[src/rtl/b64e_pkg.sv]
`timescale 1ns / 1ps
// ----------------------------------------------------------------------------
// b64e_pkg
// Shared types, character codes and the sextet-to-ASCII mapping for the
// streaming Base64 encoder.
// ----------------------------------------------------------------------------
package b64e_pkg;

   // Slots per queue entry: one input byte yields at most four characters
   localparam int unsigned SlotCount = 4;
   localparam int unsigned QueueDepth = 4;

   // Configuration register indexes
   localparam logic CsrUrlAlphabet = 1'b0;
   localparam logic CsrPadEnable   = 1'b1;

   // Character codes
   localparam logic [7:0] CharUpperA = 8'd65;   // 'A'
   localparam logic [7:0] LowerOfs   = 8'd71;   // 'a' - 26
   localparam logic [7:0] DigitOfs   = 8'd4;    // 52 - '0'
   localparam logic [7:0] CharPlus   = 8'd43;   // '+'
   localparam logic [7:0] CharSlash  = 8'd47;   // '/'
   localparam logic [7:0] CharMinus  = 8'd45;   // '-'
   localparam logic [7:0] CharUnder  = 8'd95;   // '_'
   localparam logic [7:0] CharPad    = 8'd61;   // '='

   // One classified item: the characters caused by one input byte
   typedef struct packed {
      logic [SlotCount-1:0][5:0] sextet;   // sextet value per slot
      logic [SlotCount-1:0]      pad;      // slot is an '=' filler
      logic [1:0]                last_idx; // index of final slot used
      logic                      last;     // final slot ends the message
   } entry_type;

   // Map one sextet onto the alphabet
   function automatic logic [7:0] sextet_char(input logic [5:0] v, input logic url);
      logic [7:0] w;
      w = {2'b00, v};
      if (v < 6'd26)       return w + CharUpperA;
      else if (v < 6'd52)  return w + LowerOfs;
      else if (v < 6'd62)  return w - DigitOfs;
      else if (v == 6'd62) return url ? CharMinus : CharPlus;
      else                 return url ? CharUnder : CharSlash;
   endfunction

endpackage

[src/rtl/b64e_front.sv]
`timescale 1ns / 1ps
// ----------------------------------------------------------------------------
// b64e_front
// Front end: takes one byte per item, regroups bits into sextets against the
// byte phase and leftover bits, and builds one queue entry per byte.
// ----------------------------------------------------------------------------
module b64e_front (
   input  logic                clock,
   input  logic                reset,
   input  logic                accept,
   input  logic [7:0]          data_byte,
   input  logic                last_byte,
   input  logic                pad_enable,
   output b64e_pkg::entry_type entry
);
   import b64e_pkg::*;

   logic [1:0] byte_phase_ff, byte_phase_in;
   logic [3:0] leftover_ff, leftover_in;
   logic [1:0] phase_after;
   logic [3:0] left_after;

   // Sextets for the byte itself, then the flush and padding slots
   always_comb begin
      entry        = '0;
      phase_after  = 2'd1;
      left_after   = {2'b00, data_byte[1:0]};
      unique case (byte_phase_ff)
         2'd1: begin
            entry.sextet[0] = {leftover_ff[1:0], data_byte[7:4]};
            entry.last_idx  = 2'd0;
            phase_after     = 2'd2;
            left_after      = data_byte[3:0];
         end
         2'd2: begin
            entry.sextet[0] = {leftover_ff[3:0], data_byte[7:6]};
            entry.sextet[1] = data_byte[5:0];
            entry.last_idx  = 2'd1;
            phase_after     = 2'd0;
            left_after      = 4'd0;
         end
         default: begin
            // phase 0; phase 3 never arises and is handled the same way
            entry.sextet[0] = data_byte[7:2];
            entry.last_idx  = 2'd0;
         end
      endcase

      // Final byte: flush the partial group, then optional fillers
      entry.last = last_byte;
      if (last_byte) begin
         if (phase_after == 2'd1) begin
            entry.sextet[1] = {left_after[1:0], 4'b0000};
            entry.pad[2]    = 1'b1;
            entry.pad[3]    = 1'b1;
            entry.last_idx  = pad_enable ? 2'd3 : 2'd1;
         end else if (phase_after == 2'd2) begin
            entry.sextet[1] = {left_after[3:0], 2'b00};
            entry.pad[2]    = 1'b1;
            entry.last_idx  = pad_enable ? 2'd2 : 2'd1;
         end
      end
   end

   // Group state advances on every accepted item
   always_comb begin
      byte_phase_in = byte_phase_ff;
      leftover_in   = leftover_ff;
      if (accept) begin
         byte_phase_in = last_byte ? 2'd0 : phase_after;
         leftover_in   = last_byte ? 4'd0 : left_after;
      end
   end

   always_ff @(posedge clock) begin
      if (reset) begin
         byte_phase_ff <= 2'd0;
         leftover_ff   <= 4'd0;
      end else begin
         byte_phase_ff <= byte_phase_in;
         leftover_ff   <= leftover_in;
      end
   end

endmodule

[src/rtl/b64e_queue.sv]
`timescale 1ns / 1ps
// ----------------------------------------------------------------------------
// b64e_queue
// Small FIFO of classified entries between the front and back ends.
// ----------------------------------------------------------------------------
module b64e_queue (
   input  logic                clock,
   input  logic                reset,
   input  logic                push,
   input  b64e_pkg::entry_type push_entry,
   input  logic                pop,
   output b64e_pkg::entry_type head_entry,
   output logic                full,
   output logic                empty
);
   import b64e_pkg::*;

   localparam int unsigned PtrBits = $clog2(QueueDepth);

   entry_type            store_ff [QueueDepth];
   logic [PtrBits-1:0]   wr_ptr_ff, wr_ptr_in;
   logic [PtrBits-1:0]   rd_ptr_ff, rd_ptr_in;
   logic [PtrBits:0]     count_ff, count_in;

   assign full       = (count_ff == (PtrBits+1)'(QueueDepth));
   assign empty      = (count_ff == '0);
   assign head_entry = store_ff[rd_ptr_ff];

   // Pointer and fill count update
   always_comb begin
      wr_ptr_in = push ? wr_ptr_ff + 1'b1 : wr_ptr_ff;
      rd_ptr_in = pop  ? rd_ptr_ff + 1'b1 : rd_ptr_ff;
      count_in  = count_ff;
      if (push && !pop)      count_in = count_ff + 1'b1;
      else if (!push && pop) count_in = count_ff - 1'b1;
   end

   always_ff @(posedge clock) begin
      if (reset) begin
         wr_ptr_ff <= '0;
         rd_ptr_ff <= '0;
         count_ff  <= '0;
      end else begin
         wr_ptr_ff <= wr_ptr_in;
         rd_ptr_ff <= rd_ptr_in;
         count_ff  <= count_in;
      end
   end

   // Entry storage
   always_ff @(posedge clock) begin
      if (push) begin
         store_ff[wr_ptr_ff] <= push_entry;
      end
   end

endmodule

[src/rtl/b64e_back.sv]
`timescale 1ns / 1ps
// ----------------------------------------------------------------------------
// b64e_back
// Back end: walks the head entry's slots, one character per cycle unless
// stalled, maps each sextet to ASCII and holds it in the output register.
// ----------------------------------------------------------------------------
module b64e_back (
   input  logic                clock,
   input  logic                reset,
   input  logic                url_alphabet,
   input  b64e_pkg::entry_type head_entry,
   input  logic                empty,
   output logic                pop,
   output logic                rsp_valid,
   input  logic                rsp_stall,
   output logic [7:0]          rsp_out_char,
   output logic                rsp_last_char
);
   import b64e_pkg::*;

   logic [1:0] slot_ff, slot_in;
   logic       valid_ff, valid_in;
   logic [7:0] char_ff, char_in;
   logic       last_ff, last_in;
   logic       load;
   logic       end_slot;

   assign load     = !valid_ff || !rsp_stall;
   assign end_slot = (slot_ff == head_entry.last_idx);
   assign pop      = load && !empty && end_slot;

   // Next character from the current slot
   always_comb begin
      slot_in  = slot_ff;
      valid_in = valid_ff;
      char_in  = char_ff;
      last_in  = last_ff;
      if (load) begin
         valid_in = !empty;
         if (!empty) begin
            char_in = head_entry.pad[slot_ff] ? CharPad
                    : sextet_char(head_entry.sextet[slot_ff], url_alphabet);
            last_in = head_entry.last && end_slot;
            slot_in = end_slot ? 2'd0 : slot_ff + 2'd1;
         end
      end
   end

   always_ff @(posedge clock) begin
      if (reset) begin
         slot_ff  <= 2'd0;
         valid_ff <= 1'b0;
      end else begin
         slot_ff  <= slot_in;
         valid_ff <= valid_in;
      end
   end

   // Payload register
   always_ff @(posedge clock) begin
      char_ff <= char_in;
      last_ff <= last_in;
   end

   assign rsp_valid     = valid_ff;
   assign rsp_out_char  = char_ff;
   assign rsp_last_char = last_ff;

endmodule

[src/rtl/base64_stream_encoder.sv]
`timescale 1ns / 1ps
// ----------------------------------------------------------------------------
// base64_stream_encoder
// Streaming Base64 encoder: bytes in, alphabet characters out, optional '='
// padding and a mark on the final character of each message.
// ----------------------------------------------------------------------------
//  channel | ports                                   | direction
//  --------+-----------------------------------------+----------
//  req     | req_valid req_stall req_data_byte       | in item
//          | req_last_byte                           |
//  rsp     | rsp_valid rsp_stall rsp_out_char        | out item
//          | rsp_last_char                           |
//  csr     | csr_write_enable csr_index csr_data     | reg write
//
//  A byte is taken every cycle while the 4-entry queue has room; the back
//  end sends one character per cycle while rsp_stall is low, from its
//  single-character output register.
//  A taken byte is written into the queue, then its characters pass into the
//  output register; a final byte with padding yields up to four characters.
//  Synchronous reset empties the queue and the output register.
//  rsp_stall holds the output register; req_stall rises when the queue fills.
// ----------------------------------------------------------------------------
module base64_stream_encoder (
   input  logic       clock,
   input  logic       reset,
   input  logic       req_valid,
   output logic       req_stall,
   input  logic [7:0] req_data_byte,
   input  logic       req_last_byte,
   output logic       rsp_valid,
   input  logic       rsp_stall,
   output logic [7:0] rsp_out_char,
   output logic       rsp_last_char,
   input  logic       csr_write_enable,
   input  logic       csr_index,
   input  logic       csr_data
);
   import b64e_pkg::*;

   logic      url_alphabet_ff;
   logic      pad_enable_ff;
   logic      accept;
   logic      q_full;
   logic      q_empty;
   logic      q_pop;
   entry_type new_entry;
   entry_type head_entry;

   // Configuration registers
   always_ff @(posedge clock) begin
      if (reset) begin
         url_alphabet_ff <= 1'b1;
         pad_enable_ff   <= 1'b0;
      end else if (csr_write_enable) begin
         unique case (csr_index)
            CsrUrlAlphabet: url_alphabet_ff <= csr_data;
            CsrPadEnable:   pad_enable_ff   <= csr_data;
            default: ;
         endcase
      end
   end

   assign req_stall = q_full;
   assign accept    = req_valid && !q_full;

   b64e_front u_front (
      .clock      (clock),
      .reset      (reset),
      .accept     (accept),
      .data_byte  (req_data_byte),
      .last_byte  (req_last_byte),
      .pad_enable (pad_enable_ff),
      .entry      (new_entry)
   );

   b64e_queue u_queue (
      .clock      (clock),
      .reset      (reset),
      .push       (accept),
      .push_entry (new_entry),
      .pop        (q_pop),
      .head_entry (head_entry),
      .full       (q_full),
      .empty      (q_empty)
   );

   b64e_back u_back (
      .clock         (clock),
      .reset         (reset),
      .url_alphabet  (url_alphabet_ff),
      .head_entry    (head_entry),
      .empty         (q_empty),
      .pop           (q_pop),
      .rsp_valid     (rsp_valid),
      .rsp_stall     (rsp_stall),
      .rsp_out_char  (rsp_out_char),
      .rsp_last_char (rsp_last_char)
   );

endmodule

[config.mk]
export PLATFORM = sky130hd
export DESIGN_NAME = base64_stream_encoder
export DESIGN_NICKNAME = d
export VERILOG_FILES = /design/src/rtl/b64e_pkg.sv /design/src/rtl/b64e_front.sv /design/src/rtl/b64e_queue.sv /design/src/rtl/b64e_back.sv /design/src/rtl/base64_stream_encoder.sv
export SDC_FILE = /design/constraint.sdc
export NUM_CORES = 1
export LEC_CHECK = 0
export ABC_AREA = 1
export BUFFER_PORTS_ARGS = -buffer_cell sky130_fd_sc_hd__clkbuf_2
export CAP_MARGIN = 40
export CORE_AREA = 2 2 114 116
export DETAILED_ROUTE_END_ITERATION = 8
export DIE_AREA = 0 0 116 118
export GPL_TIMING_DRIVEN = 0
export PLACE_DENSITY_LB_ADDON = 0.2
export SLEW_MARGIN = 25
export SYNTH_ARGS = -nofsm -noshare
export SYNTH_HDL_FRONTEND = slang
export SYNTH_SLANG_ARGS = --single-unit
[constraint.sdc]
create_clock -name clock -period 2.7 [get_ports clock]
set_input_delay 0.135 -clock clock [delete_from_list [all_inputs] [get_ports clock]]
set_output_delay 0.135 -clock clock [all_outputs]
set_load 0.01 [all_outputs]
## Word level (Yosys, flattened, before mapping)

Memories as Yosys holds them, arrays and structs flattened. A register that Yosys moved wholly into a read port is not among the register bits.
Index checks and enable logic that the tools add are counted.

- Memory bits (writable): 68
- Register bits: 27
- Memories: 1
- Logic and storage cells: 87
- Output and inout port bits: 11
- Input bits: 16

Memory list:

| name | words | width | read ports | clocked after memory_dff | write ports | line | RTL |
|---|---|---|---|---|---|---|---|
| u_queue.store_ff | 4 | 17 | 1 | 1 | 1 | b64e_queue.sv:20 | `entry_type store_ff [QueueDepth];` |

- Reduce and logical (&&, ||, !) cells: 18
- Equality and inequality tests: 7
- Order comparisons: 4
- Bitwise gates (word level): 2
- Multiplexer cells: 36
- Add/subtract/negate cells: 8

Operators with widths:

| cell | count |
|---|---|
| $mux W8 | 4 |
| $mux W6 | 5 |
| $mux W2 | 10 |
| $add A6 B7 Y8 const B | 2 |
| $bmux W6 S2 | 1 |
| $lt A6 B6 Y1 const B | 2 |
| $pmux W6 S2 | 1 |
| $mux W3 | 3 |
| $pmux W4 S2 | 1 |
| $mux W1 | 7 |
| $mux W7 | 1 |
| $sub A6 B3 Y7 const B | 1 |
| $add A2 B1 Y2 const B | 3 |
| $eq A6 B6 Y1 const B | 1 |
| $logic_and A1 B1 Y1 | 6 |
| $logic_not A1 Y1 | 6 |
| $lt A6 B5 Y1 const B | 1 |
| $reduce_and A2 Y1 | 3 |
| $eq A2 B1 Y1 const B | 2 |
| $eq A2 B2 Y1 const B | 2 |
| $mux W4 | 1 |
| $pmux W2 S2 | 1 |
| $add A3 B1 Y3 const B | 1 |
| $eq A3 B3 Y1 const B | 1 |
| other kinds (8) | 9 |

## Longest topological paths before layout

- Depth after elaboration: 7
- Mapped depth: 17
- Gate-level depth less buffers: 15

## Cells and area by module

A second synthesis with hierarchy kept.

- Cells, all modules: 682
- Area, all modules: 7,244.4 µm²

Modules (own cells, without submodules):

| module | area an instance (µm²) | seq. area each (µm²) | cells an instance | instances |
|---|---|---|---|---|
| b64e_queue | 5,086.1 | 3,903.7 | 358 | 1 |
| b64e_back | 1,340.0 | 330.3 | 182 | 1 |
| b64e_front | 723.2 | 120.1 | 126 | 1 |
| base64_stream_encoder | 95.1 | 40.0 | 16 | 1 |

## Worst setup path after synthesis

No wires, ideal clock.

- Path type: reg2reg
- Start point: register with a tool-made name
- End point: register u_queue.count_ff[2]
- Library setup time: 70 ps
- Slack: 401 ps
- Buffers on the path: 3
- Data arrival time: 2,229 ps
- Cell stages (with the launch flop): 17
- Period minus slack after synthesis: 2,299 ps
- Required time: 2,630 ps
- Cell sequence: dfxtp_1 > buf_6 > inv_6 > buf_6 > buf_2 > nand2_1 > nand3_1 > nand2_1 > xor2_1 > nand3_1 > ha_1 > inv_1 > fa_1 > o21ai_0 > a21o_1 > o21ai_0 > a21oi_1

RTL lines:

| what | line | RTL |
|---|---|---|
| end signal: assignment | b64e_queue.sv:46 | `count_ff <= count_in;` |
| end: declaration | b64e_queue.sv:23 | `logic [PtrBits:0] count_ff, count_in;` |

==> reports/metrics.csv <==
metric,value,unit
finalNonFillerCells,740,
cts_tree,built,
synth_top_family_by_area,simple AND/OR/NAND/NOR gates,
die_width,116,um
placementRows,41,
ctsLongestPathBuffers,2,
cts.sinks,97,
htree_levels,3,
grt_first_pass_wirelength,16960,um
synth_compound_area_share,7.380,%
dp_cells,725,
cts_setup_buffers,0,
powerDensity,1149,nW/um2
num_antenna_cells,0,
path_class,reg -> reg,
fill_cells,1236,
synthXorXnorAreaFrac,1.440,%
grt_pass1_vias,3366,
synthAdderAreaFrac,3.754,%
netlist_area,4866,um2
setup_violations,0,
layout_min_cycle_time,2464,ps
synth_cells,524,
worstHoldStart,csr_data,
post-route-period-util,91.24,%
nets,593,
drt_iter0_markers,242,
start_util,39.20,%
viasPerCell,4.688,
path_clk_slew,60,ps
arrival,2740,ps
drv_slew,0,
cts_resized,0,
core,12410,um2
die-area,13690,um2
critPathMaxFanout,10,
layout-drive-gt1-share,16.20,%
gr-total-overflow,0,
synth-simple-area-share,22.78,%
relSlewSlack,52.03,%
syn_nets,554,
hpwl,7538,um
fin_total_pwr,6.443,mW
antenna_found_initial,0,
ys_seq_elements,97,
numCtsBuffers,9,
portBuffers,25,
hold_viol_final,0,
drc,0,
area_growth,15.20,%
first_pass_iters,5,
cts_hold_buf,0,
yosys.area.top_type,edfxtp_1,
timing.fmax,405.9,MHz
synth_top_area_share,47.52,%
cp-end-kind,flip-flop,
ys_types,36,
synthTopCellsByArea,"edfxtp_1, nand2_1, dfxtp_1",
yosys_warnings,0,
ir_worst_vdd,0.3928,mV
critPathLaunchType,flip-flop,
tightest_slew,715.3,ps
die_y,118,um
grt_usage,16.34,%
cts_root_buffer,clkbuf_16,
yosysSeqAreaShare,55.75,%
avgSynthCellArea,9.286,um2
grt_max_degree,16,
synth.mux.area_fraction,0,%
hp-class,in -> reg,
status,"complete, no violations",
critPathRequiredTime,2980,ps
drtAntennaViolNets,0,
wl_per_cell,14.00,um
io_pins,27,
maxCapViolCount,0,
fin_skew,7.905,ps
leakage,2.389,nW
routed_wl,10360,um
vias,3469,
insertion_delay,350,ps
gp_congestion,0.9107,
## critical path: stages (launching register included)
cell and delay (ps):
dfxtp_1 310, buf_6 140, inv_6 80, buf_6 150, buf_8 130, nand2_1 50, nand3_1 70, nand2_1 80
xor2_2 170, nand3_2 130, ha_1 150, inv_1 70, fa_1 380, o21ai_1 150, a21o_1 110, o21ai_0 70
a21oi_1 150
## per-layer routing
| metal | up-vias | wire, um | global-route usage [%] |
|---|---|---|---|
| li1 | 1795 | - | - |
| met1 | 1578 | 4830 | 21.68 |
| met2 | 83 | 4979 | 26.10 |
| met3 | 13 | 408 | 4.325 |
| met4 | 0 | 142 | 4.985 |
| met5 | - | 0 | 0 |
## report_power, final
group          leakage [nW]  internal [mW]  switching [mW]
registers             0.885           2.04           0.105
logic                  1.35           1.02            1.98
clock network         0.150          0.766           0.528
total                  2.39           3.83            2.61
## through the flow
step	utilization, %	setup WS (ps)	area [um2]	setup TNS, ps	hold WS, ps
2_1_floorplan	-	401.5	4866	0	233.9
3_3_place_gp	41.94	-541.4	5206	-34810	379.5
3_5_place_dp	42.38	69.05	5261	0	382.9
4_1_cts	44.80	42.45	5562	0	15.87
5_1_grt	45.15	-9.757	5605	-9.757	38.30
6_report	45.15	236.5	5605	0	29.74
## synth_stat cells
cell type / instances
nand4_1: 1
clkinv_4: 1
o21ai_0: 24
clkinv_1: 2
xor2_1: 7
nand2_4: 1
clkbuf_1: 3
o31ai_1: 1
dfxtp_1: 20
o221ai_1: 1
o21ai_1: 4
buf_6: 7
inv_1: 76
inv_6: 1
edfxtp_1: 77
or2_0: 1
ha_1: 13
nand2_2: 1
a21o_1: 1
nor3_1: 4
nor2_2: 6
nand3_4: 2
nand3_2: 11
a21oi_1: 23
o22ai_1: 3
nand3_1: 46
nand2_1: 124
nor2_4: 1
buf_2: 5
o21ai_2: 1
a211oi_1: 4
o211ai_1: 3
nor2_1: 45
fa_1: 1
xnor2_1: 1
inv_2: 2
## kinds of logic after synthesis
family / count (synthesis)
flip-flops: 97
AO/OA/AOI/OAI: 65
AND/OR/NAND/NOR: 243
XOR/XNOR: 8
adder cells (fa/ha/maj): 14
buffers and inverters: 97
## path summary, 6_finish.rpt
| check | endpoint | slack [ps] | cells after the start |
|---|---|---|---|
| max | u_queue.count_ff[2] | 240 | 16 |
| min reg2reg | flip-flop | 470 | 2 |
| max reg2reg | u_queue.count_ff[2] | 240 | 16 |
| min | url_alphabet_ff | 30 | 3 |
## state kept, by name, summed over array words and instances (netlist names), named ones only
name and flops:
u_back.rsp_out_char 8, url_alphabet_ff 1, u_back.slot_ff 2, pad_enable_ff 1
u_queue.rd_ptr_ff 2, u_front.byte_phase_ff 2, u_front.leftover_ff 4, u_queue.store_ff 68
u_back.rsp_valid 1, u_queue.wr_ptr_ff 2, u_back.rsp_last_char 1, u_queue.count_ff 3
## placed cells by master, fill, tap and decap left out, types with 3 or more instances in the layout
| master | instances |
|---|---|
| xor2_1 | 5 |
| inv_2 | 3 |
| dfxtp_1 | 20 |
| a21oi_1 | 23 |
| nor2_1 | 40 |
| o22ai_1 | 3 |
| clkbuf_1 | 5 |
| nand2_1 | 124 |
| ha_1 | 13 |
| clkbuf_2 | 25 |
| o211ai_1 | 3 |
| inv_1 | 75 |
| a211oi_1 | 4 |
| o21ai_0 | 23 |
| nor3_1 | 4 |
| nand3_1 | 45 |
| nand3_2 | 12 |
| o21ai_1 | 5 |
| nor2_2 | 10 |
| edfxtp_1 | 77 |
| buf_6 | 11 |
| clkbuf_16 | 9 |
## final cells by class
cell class                      instances  area (um2)  area share, %
Inverter                               82       321.6          5.737
Multi-Input combinational cell        330        1763          31.45
Sequential cell                        97        2713          48.39
Buffer                                 14       122.6          2.188
Clock buffer                           13       260.3          4.643
Clock inverter                          3       40.04         0.7143
Timing Repair Buffer                   29       170.2          3.036
Tap cell                              172       215.2          3.839
No activity file was read; power rests on OpenSTA's default activity.
